File: src/rtl/clt_pkg.sv
// Shared types, codes and character constants of the command line tokenizer.
package clt_pkg;

  localparam logic [1:0] CMD_BYTE = 2'd0;
  localparam logic [1:0] CMD_LAST = 2'd1;
  localparam logic [1:0] CMD_EOL  = 2'd2;

  localparam logic [1:0] QUOTE_NONE   = 2'd0;
  localparam logic [1:0] QUOTE_SINGLE = 2'd1;
  localparam logic [1:0] QUOTE_DOUBLE = 2'd2;

  localparam logic [2:0] ST_OK         = 3'd0;
  localparam logic [2:0] ST_EMPTY      = 3'd1;
  localparam logic [2:0] ST_LONG_LINE  = 3'd2;
  localparam logic [2:0] ST_MANY_ARGS  = 3'd3;
  localparam logic [2:0] ST_BAD_ESCAPE = 3'd4;
  localparam logic [2:0] ST_LONG_TOKEN = 3'd5;
  localparam logic [2:0] ST_OPEN_QUOTE = 3'd6;

  localparam logic [7:0] CH_NUL   = 8'h00;
  localparam logic [7:0] CH_TAB   = 8'h09;
  localparam logic [7:0] CH_LF    = 8'h0A;
  localparam logic [7:0] CH_CR    = 8'h0D;
  localparam logic [7:0] CH_SPACE = 8'h20;
  localparam logic [7:0] CH_DQUOTE = 8'h22;
  localparam logic [7:0] CH_SQUOTE = 8'h27;
  localparam logic [7:0] CH_BSLASH = 8'h5C;

  typedef struct packed {
    logic       char_valid;
    logic [7:0] arg_char;
    logic [3:0] arg_index;
    logic       token_end;
    logic       line_end;
    logic [2:0] status;
    logic [4:0] arg_count;
  } clt_result_t;

  function automatic logic is_sep(input logic [7:0] b);
    return (b == CH_SPACE) || (b == CH_TAB) || (b == CH_CR) || (b == CH_LF);
  endfunction

endpackage

File: src/rtl/clt_parser.sv
// Tokenizer state registers and the combinational parse step for one byte command.
module clt_parser #(
  parameter int MAX_LINE  = 256,
  parameter int MAX_ARGS  = 16,
  parameter int MAX_TOKEN = 64
) (
  input  logic                clk_i,
  input  logic                rst_ni,
  input  logic                advance_i,
  input  logic [1:0]          cmd_i,
  input  logic [7:0]          line_byte_i,
  output clt_pkg::clt_result_t result_o
);

  localparam int LLW = $clog2(MAX_LINE + 2);
  localparam int TLW = $clog2(MAX_TOKEN + 1);
  localparam int ACW = $clog2(MAX_ARGS + 1);

  logic           in_token_q, in_token_d;
  logic [1:0]     quote_q, quote_d;
  logic           esc_q, esc_d;
  logic [TLW-1:0] tok_len_q, tok_len_d;
  logic [ACW-1:0] argc_q, argc_d;
  logic [LLW-1:0] line_len_q, line_len_d;
  logic [2:0]     err_q, err_d;
  logic           halted_q, halted_d;

  always_comb begin
    clt_pkg::clt_result_t res;
    logic       take;
    logic       eol;
    logic [1:0] kind;
    logic       is_quote;

    res        = '0;
    in_token_d = in_token_q;
    quote_d    = quote_q;
    esc_d      = esc_q;
    tok_len_d  = tok_len_q;
    argc_d     = argc_q;
    line_len_d = line_len_q;
    err_d      = err_q;
    halted_d   = halted_q;
    take       = (cmd_i == clt_pkg::CMD_BYTE) || (cmd_i == clt_pkg::CMD_LAST);
    eol        = (cmd_i != clt_pkg::CMD_BYTE);
    is_quote   = (line_byte_i == clt_pkg::CH_SQUOTE) || (line_byte_i == clt_pkg::CH_DQUOTE);
    kind       = (line_byte_i == clt_pkg::CH_SQUOTE) ? clt_pkg::QUOTE_SINGLE
                                                     : clt_pkg::QUOTE_DOUBLE;

    if (take) begin
      if (line_len_q < LLW'(MAX_LINE)) begin
        line_len_d = line_len_q + LLW'(1);
        if (err_q == clt_pkg::ST_OK && !halted_q) begin
          if (line_byte_i == clt_pkg::CH_NUL) begin
            halted_d = 1'b1;
            if (esc_q) begin
              err_d = clt_pkg::ST_BAD_ESCAPE;
            end else if (quote_q != clt_pkg::QUOTE_NONE) begin
              err_d = clt_pkg::ST_OPEN_QUOTE;
            end else if (in_token_q) begin
              res.token_end = 1'b1;
              res.arg_index = 4'(argc_q);
              argc_d        = argc_q + ACW'(1);
              in_token_d    = 1'b0;
            end
          end else if (esc_q) begin
            esc_d = 1'b0;
            if (tok_len_q >= TLW'(MAX_TOKEN)) begin
              err_d = clt_pkg::ST_LONG_TOKEN;
            end else begin
              res.char_valid = 1'b1;
              res.arg_char   = line_byte_i;
              res.arg_index  = 4'(argc_q);
              tok_len_d      = tok_len_q + TLW'(1);
            end
          end else if (!in_token_q && clt_pkg::is_sep(line_byte_i)) begin
            err_d = err_q;
          end else if (!in_token_q && argc_q >= ACW'(MAX_ARGS)) begin
            err_d = clt_pkg::ST_MANY_ARGS;
          end else begin
            in_token_d = 1'b1;
            if (!in_token_q) begin
              tok_len_d = '0;
              quote_d   = clt_pkg::QUOTE_NONE;
            end
            if (quote_d == clt_pkg::QUOTE_NONE && clt_pkg::is_sep(line_byte_i)) begin
              res.token_end = 1'b1;
              res.arg_index = 4'(argc_q);
              argc_d        = argc_q + ACW'(1);
              in_token_d    = 1'b0;
            end else if (line_byte_i == clt_pkg::CH_BSLASH) begin
              esc_d = 1'b1;
            end else if (is_quote && quote_d == clt_pkg::QUOTE_NONE) begin
              quote_d = kind;
            end else if (is_quote && quote_d == kind) begin
              quote_d = clt_pkg::QUOTE_NONE;
            end else if (tok_len_d >= TLW'(MAX_TOKEN)) begin
              err_d = clt_pkg::ST_LONG_TOKEN;
            end else begin
              res.char_valid = 1'b1;
              res.arg_char   = line_byte_i;
              res.arg_index  = 4'(argc_q);
              tok_len_d      = tok_len_d + TLW'(1);
            end
          end
        end
      end else begin
        line_len_d = LLW'(MAX_LINE + 1);
        err_d      = clt_pkg::ST_LONG_LINE;
      end
    end

    if (eol) begin
      if (err_d == clt_pkg::ST_OK && !halted_d) begin
        if (esc_d) begin
          err_d = clt_pkg::ST_BAD_ESCAPE;
        end else if (quote_d != clt_pkg::QUOTE_NONE) begin
          err_d = clt_pkg::ST_OPEN_QUOTE;
        end else if (in_token_d) begin
          res.token_end = 1'b1;
          res.arg_index = 4'(argc_d);
          argc_d        = argc_d + ACW'(1);
        end
      end
      res.line_end = 1'b1;
      if (line_len_d > LLW'(MAX_LINE)) begin
        res.status = clt_pkg::ST_LONG_LINE;
      end else if (err_d != clt_pkg::ST_OK) begin
        res.status = err_d;
      end else if (argc_d == '0) begin
        res.status = clt_pkg::ST_EMPTY;
      end else begin
        res.status = clt_pkg::ST_OK;
      end
      res.arg_count = 5'(argc_d);
      in_token_d    = 1'b0;
      quote_d       = clt_pkg::QUOTE_NONE;
      esc_d         = 1'b0;
      tok_len_d     = '0;
      argc_d        = '0;
      line_len_d    = '0;
      err_d         = clt_pkg::ST_OK;
      halted_d      = 1'b0;
    end

    result_o = res;
  end

  always_ff @(posedge clk_i or negedge rst_ni) begin
    if (!rst_ni) begin
      in_token_q <= 1'b0;
      quote_q    <= clt_pkg::QUOTE_NONE;
      esc_q      <= 1'b0;
      tok_len_q  <= '0;
      argc_q     <= '0;
      line_len_q <= '0;
      err_q      <= clt_pkg::ST_OK;
      halted_q   <= 1'b0;
    end else if (advance_i) begin
      in_token_q <= in_token_d;
      quote_q    <= quote_d;
      esc_q      <= esc_d;
      tok_len_q  <= tok_len_d;
      argc_q     <= argc_d;
      line_len_q <= line_len_d;
      err_q      <= err_d;
      halted_q   <= halted_d;
    end
  end

endmodule

File: src/rtl/command_line_tokenizer_core.sv
// Top level of the command line tokenizer: input register, parse step, result register.
//
//  channel  direction  tdata                       tuser                   tlast
//  s_axis   in         line_byte[7:0]              cmd[1:0]                -
//  m_axis   out        arg_char, arg_index,        char_valid, token_end   line_end
//                      status, arg_count
//
//  Input register, then result register; one byte per cycle unless the result stalls.
//  The parse state update for one byte is a single registered step, which sets that rate.
//  Reset clears the input and result stages and all parse state; a new line starts clean.
//  A stalled result holds the input stage, which then drops s_axis_tready.
module command_line_tokenizer_core #(
  parameter int MAX_LINE  = 256,
  parameter int MAX_ARGS  = 16,
  parameter int MAX_TOKEN = 64
) (
  input  logic        clk_i,
  input  logic        rst_ni,
  input  logic        s_axis_tvalid,
  output logic        s_axis_tready,
  input  logic [7:0]  s_axis_tdata,   // line_byte[7:0]
  input  logic [1:0]  s_axis_tuser,   // cmd[1:0]
  output logic        m_axis_tvalid,
  input  logic        m_axis_tready,
  output logic [23:0] m_axis_tdata,   // arg_char[7:0], arg_index[11:8], status[14:12],
                                      // arg_count[19:15], zero[23:20]
  output logic [1:0]  m_axis_tuser,   // char_valid[0], token_end[1]
  output logic        m_axis_tlast    // line_end
);

  logic                 in_valid_q;
  logic [1:0]           in_cmd_q;
  logic [7:0]           in_byte_q;
  logic                 out_valid_q;
  clt_pkg::clt_result_t out_q;
  clt_pkg::clt_result_t step_res;
  logic                 advance;

  assign advance       = in_valid_q && (!out_valid_q || m_axis_tready);
  assign s_axis_tready = !in_valid_q || advance;

  clt_parser #(
    .MAX_LINE  (MAX_LINE),
    .MAX_ARGS  (MAX_ARGS),
    .MAX_TOKEN (MAX_TOKEN)
  ) u_parser (
    .clk_i       (clk_i),
    .rst_ni      (rst_ni),
    .advance_i   (advance),
    .cmd_i       (in_cmd_q),
    .line_byte_i (in_byte_q),
    .result_o    (step_res)
  );

  always_ff @(posedge clk_i or negedge rst_ni) begin
    if (!rst_ni) begin
      in_valid_q  <= 1'b0;
      out_valid_q <= 1'b0;
    end else begin
      if (s_axis_tready) begin
        in_valid_q <= s_axis_tvalid;
      end
      if (advance) begin
        out_valid_q <= 1'b1;
      end else if (m_axis_tready) begin
        out_valid_q <= 1'b0;
      end
    end
  end

  always_ff @(posedge clk_i) begin
    if (s_axis_tready && s_axis_tvalid) begin
      in_cmd_q  <= s_axis_tuser;
      in_byte_q <= s_axis_tdata;
    end
    if (advance) begin
      out_q <= step_res;
    end
  end

  assign m_axis_tvalid = out_valid_q;
  assign m_axis_tdata  = {4'b0, out_q.arg_count, out_q.status, out_q.arg_index, out_q.arg_char};
  assign m_axis_tuser  = {out_q.token_end, out_q.char_valid};
  assign m_axis_tlast  = out_q.line_end;

  a_mid_line_no_status: assert property (@(posedge clk_i) disable iff (!rst_ni)
    m_axis_tvalid && !m_axis_tlast |-> m_axis_tdata[19:12] == 8'd0)
    else $error("status or count set on a result that does not close the line");

  a_no_char_zero: assert property (@(posedge clk_i) disable iff (!rst_ni)
    m_axis_tvalid && !m_axis_tuser[0] |-> m_axis_tdata[7:0] == 8'd0)
    else $error("argument byte set without char_valid");

  a_idle_ready: assert property (@(posedge clk_i) disable iff (!rst_ni)
    !in_valid_q |-> s_axis_tready)
    else $error("input stage empty but not ready");

  a_in_hold: assert property (@(posedge clk_i) disable iff (!rst_ni)
    in_valid_q && !advance |=> in_valid_q && $stable(in_byte_q) && $stable(in_cmd_q))
    else $error("input stage changed while the result side stalled");

endmodule

File: config.mk
export PLATFORM = sky130hd
export DESIGN_NAME = command_line_tokenizer_core
export DESIGN_NICKNAME = d
export VERILOG_FILES = /design/src/rtl/clt_pkg.sv /design/src/rtl/clt_parser.sv /design/src/rtl/command_line_tokenizer_core.sv
export SDC_FILE = /design/constraint.sdc
export NUM_CORES = 1
export LEC_CHECK = 0
export ABC_AREA = 1
export BUFFER_PORTS_ARGS = -buffer_cell sky130_fd_sc_hd__buf_2
export CORE_ASPECT_RATIO = 1.25
export CORE_MARGIN = 4
export CORE_UTILIZATION = 54
export DETAILED_ROUTE_END_ITERATION = 10
export PLACE_DENSITY = 0.77
export SETUP_SLACK_MARGIN = 0.02
export SYNTH_ARGS = -nofsm -noshare
export SYNTH_HDL_FRONTEND = slang
export SYNTH_HIERARCHICAL = 1
export SYNTH_SLANG_ARGS = --single-unit
File: constraint.sdc
create_clock -name clk_i -period 3.29 [get_ports clk_i]
set_input_delay 0.329 -clock clk_i [delete_from_list [all_inputs] [get_ports clk_i]]
set_output_delay 0.329 -clock clk_i [all_outputs]
set_load 0.02 [all_outputs]
==> results.cfg <==
[outcome]
status = finished, final reports clean

[yosys]
postSynthAreaPerCell_um2 = 7.465
synth_area_mm2 = 0.004024
synthArstFlopShare = 0.4844
synth-seq-cells = 64
synth-main-ff-cell = edfxtp_1
synth_edf_count = 33
muxShareOfSynthArea = 0
yosys_warnings = 6
syn_inst = 539
synth-xor-area-share = 0.008706
synth-simple-area-share = 0.2914
ys_seq_area_frac = 0.4391
synth_top_family_by_area = simple AND/OR/NAND/NOR gates
ys_types = 42
synthAdderAreaFrac = 0.02177
synth_compound_area_frac = 0.1430

[critical_path]
cp_cell_sequence = nor2_2 > inv_2 > nor3_4 > inv_2 > nand2_1 > o22ai_1 > nand2_1 > nand2_1 > inv_2 > ha_1 > inv_1 > nor2_1 > nand3_1 > nor2_1 > nand4_1 > nand2_1 > nor2_1 > nand3_1 > a21oi_2
worst-r2r-cell-count = 19
cp-end-kind = flip-flop
crit_type = flip-flop to flip-flop
arrival_ns = 3.13
cp_common_cell = nand2_1
crit_slowest_cell = edfxtp_1
rr_endpoint = m_axis_tdata[12]
required_ns = 3.40
critPathMaxFanout = 9
worst_setup_path_start_kind = flip-flop
reg2reg_from = in_byte_q[1]
r2r_slack_ns = 0.27
critPathMaxStageDelay_ns = 0.46

[routing]
vias_per_cell = 5.548
wire_per_inst_um = 14.53
drtIter0Drc = 350
firstDrtPassIters = 5
drtAntennaViolNets = 0
wl_um = 9967
remaining_drc_errors = 0
vias = 3806

[cts]
ctsHoldBuffers = 0
clockBufferDepth = 2
clk_pin_slew_worst_paths_ns = 0.07
clk-insertion-delay-late_ns = 0.35
cts_num_sinks = 64
clockRootBuffer = clkbuf_8
cts_tree = built
h-tree-depth = 3
cts_buffers = 9

[sta]
fin_ws_ns = 0.2678
finClkSkew_ns = 0.006299
holdWs_ns = 0.04922
slew_viol_final = 0
finalHoldViolCount = 0
finalSetupViolCount = 0
relSlewSlack = 0.4889
worst_pin_slew_ns = 0.7667
clock.fmax_mhz = 330.9
min_period_ns = 3.022
finalCritPeriodShare = 0.9186

[global_routing]
grtUsageTotal = 0.2254
antenna_found_initial = 0
grt_pass1_wl_um = 16130
grt_max_degree = 42
overflow = 0
grt_pass1_vias = 3620

[floorplan]
io_pins = 43
fp-row-count = 34
die_height_um = 104.5
die_x_um = 85.21
core_mm2 = 0.007104
die-area_mm2 = 0.008905
initial_core_util = 0.5664

[pwr]
total_power_mw = 2.036
p_leak_nw = 2.248
p_per_area_mw_per_mm2 = 443.5
ir_drop_uv = 256.4

[layout]
num_antenna_cells = 0
final_layout_size_suffix_gt1_frac = 0.1745
fin_nets = 612
syn2layout_area_growth_pct = 14.09

[placement]
gp_congestion = 0.9242
post-place-ws_ns = 0.2829
portBuffers = 38
hpwl_um = 7218

[run]
maxCapViolCount = 0

[worst_hold_path]
hp-class = input pin to async pin
-- power breakdown --
group	total, mW	internal [mW]	switching [mW]
combinational	0.360	0.105	0.255
clock	0.752	0.427	0.325
sequential	0.924	0.902	0.0224
-- layout by cell type, fill, tap and decap left out, types with 2 or more instances in the layout --
cell       count
nor2_2         7
o311ai_0       2
a21oi_1       27
clkbuf_8       9
nand2_2        2
inv_2         15
conb_1         4
o21bai_1       2
nand3_1       29
nor3_1        14
edfxtp_1      33
o21ai_0       34
ha_1           7
nand2_1      150
clkinv_4       3
nand3_2        3
dfrtp_1       31
nor2_1        51
nor2_4         3
bufinv_16      2
xor2_1         4
nand4_1        6
o211ai_1       5
clkinv_2       2
o21ai_1        2
o22ai_1       15
and3_1         2
buf_2         38
buf_4         13
inv_1         66
-- kinds of logic after synthesis --
kind of cell,after synthesis
flip-flops,64
AND/OR/NAND/NOR,270
buffers and inverters,94
XOR/XNOR,4
adder cells (fa/ha/maj),7
AO/OA/AOI/OAI,99
other,1
-- Yosys cell counts, types with 2 or more instances --
library cell | instances | area (um^2)
a21oi_1 | 28 | 140.1
nand3_2 | 3 | 30.03
buf_2 | 3 | 15.01
nor2_1 | 52 | 195.2
nor2_4 | 3 | 33.78
nor2_2 | 6 | 37.54
nand2_1 | 150 | 563.0
dfrtp_1 | 31 | 775.7
inv_1 | 67 | 251.5
o21ai_0 | 34 | 170.2
and3_1 | 2 | 12.51
edfxtp_1 | 33 | 991.0
clkbuf_1 | 4 | 15.01
nor3_1 | 14 | 70.07
nand4_1 | 6 | 37.54
nand2_2 | 2 | 12.51
inv_2 | 14 | 52.55
o21bai_1 | 2 | 15.01
o22ai_1 | 15 | 93.84
o311ai_0 | 2 | 17.52
buf_4 | 5 | 37.54
ha_1 | 7 | 87.58
o211ai_1 | 5 | 37.54
o21ai_1 | 2 | 10.01
xor2_1 | 4 | 35.03
nand3_1 | 29 | 145.1
-- what timing repair did --
action / CTS / global route
resized for setup: 0 / 2
setup endpoints to repair: 0 / 1
buffers inserted: 0 / 4
-- flip-flops by register name, summed over array words and instances (netlist names) --
signal               count
u_parser/line_len_q      9
u_parser/halted_q        1
in_valid_q               1
u_parser/esc_q           1
in_byte_q                8
u_parser/tok_len_q       7
in_cmd_q                 2
u_parser/quote_q         2
m_axis_tdata            20
m_axis_tlast             1
u_parser/err_q           3
m_axis_tuser             2
u_parser/in_token_q      1
u_parser/argc_q          5
m_axis_tvalid            1
-- cell type report --
cell class                 instances  area (um^2)
clock inverter                     7        96.34
timing repair buffer              51        287.8
fill                             610         2514
tap                               90        112.6
inverter                          81        304.0
clock buffer                       9        123.9
multi-input combinational        384         1899
sequential                        64         1767
-- critical path: cells and delay by family (launching register included) --
family                     cells  cell delay [ns]
AOI/OAI and AO/OA              2             0.15
and+or+nand+nor               12             1.61
buffers and inverters          4             0.41
DFF                            1             0.46
adders and majority gates      1             0.15
-- how the worst max path moves through the flow --
stage                     depth (start not counted)           from  slack, ns               endpoint
after floorplan                                   8  m_axis_tvalid       0.48  u_parser/tok_len_q[4]
after global placement                           19   in_byte_q[1]       0.32       m_axis_tdata[12]
after detailed placement                         19   in_byte_q[1]       0.28       m_axis_tdata[12]
after CTS                                        19   in_byte_q[1]       0.28       m_axis_tdata[12]
after global routing                             20   in_byte_q[1]     -0.003       m_axis_tdata[12]
final                                            19   in_byte_q[1]       0.27       m_axis_tdata[12]
-- per-stage QoR --
| stage | setup TNS [ns] | utilization | cells | cell area, um^2 |
|---|---|---|---|---|
| floorplan | 0 | - | 542 | 4039 |
| global placement | 0 | 0.6106 | 666 | 4338 |
| detailed placement | 0 | 0.6106 | 666 | 4338 |
| CTS | 0 | 0.6416 | 682 | 4558 |
| global route | -0.003310 | 0.6462 | 686 | 4591 |
| finish | 0 | 0.6462 | 686 | 4591 |
-- metal layers --
metal / track usage / vias to the layer above / part of all wire
li1: - / 1884 / -
met1: 0.2727 / 1769 / 0.41
met2: 0.3778 / 122 / 0.50
met3: 0.02853 / 31 / 0.048
met4: 0.1357 / 0 / 0.038
met5: 0 / - / 0
No activity file was read; power rests on OpenSTA's default activity.
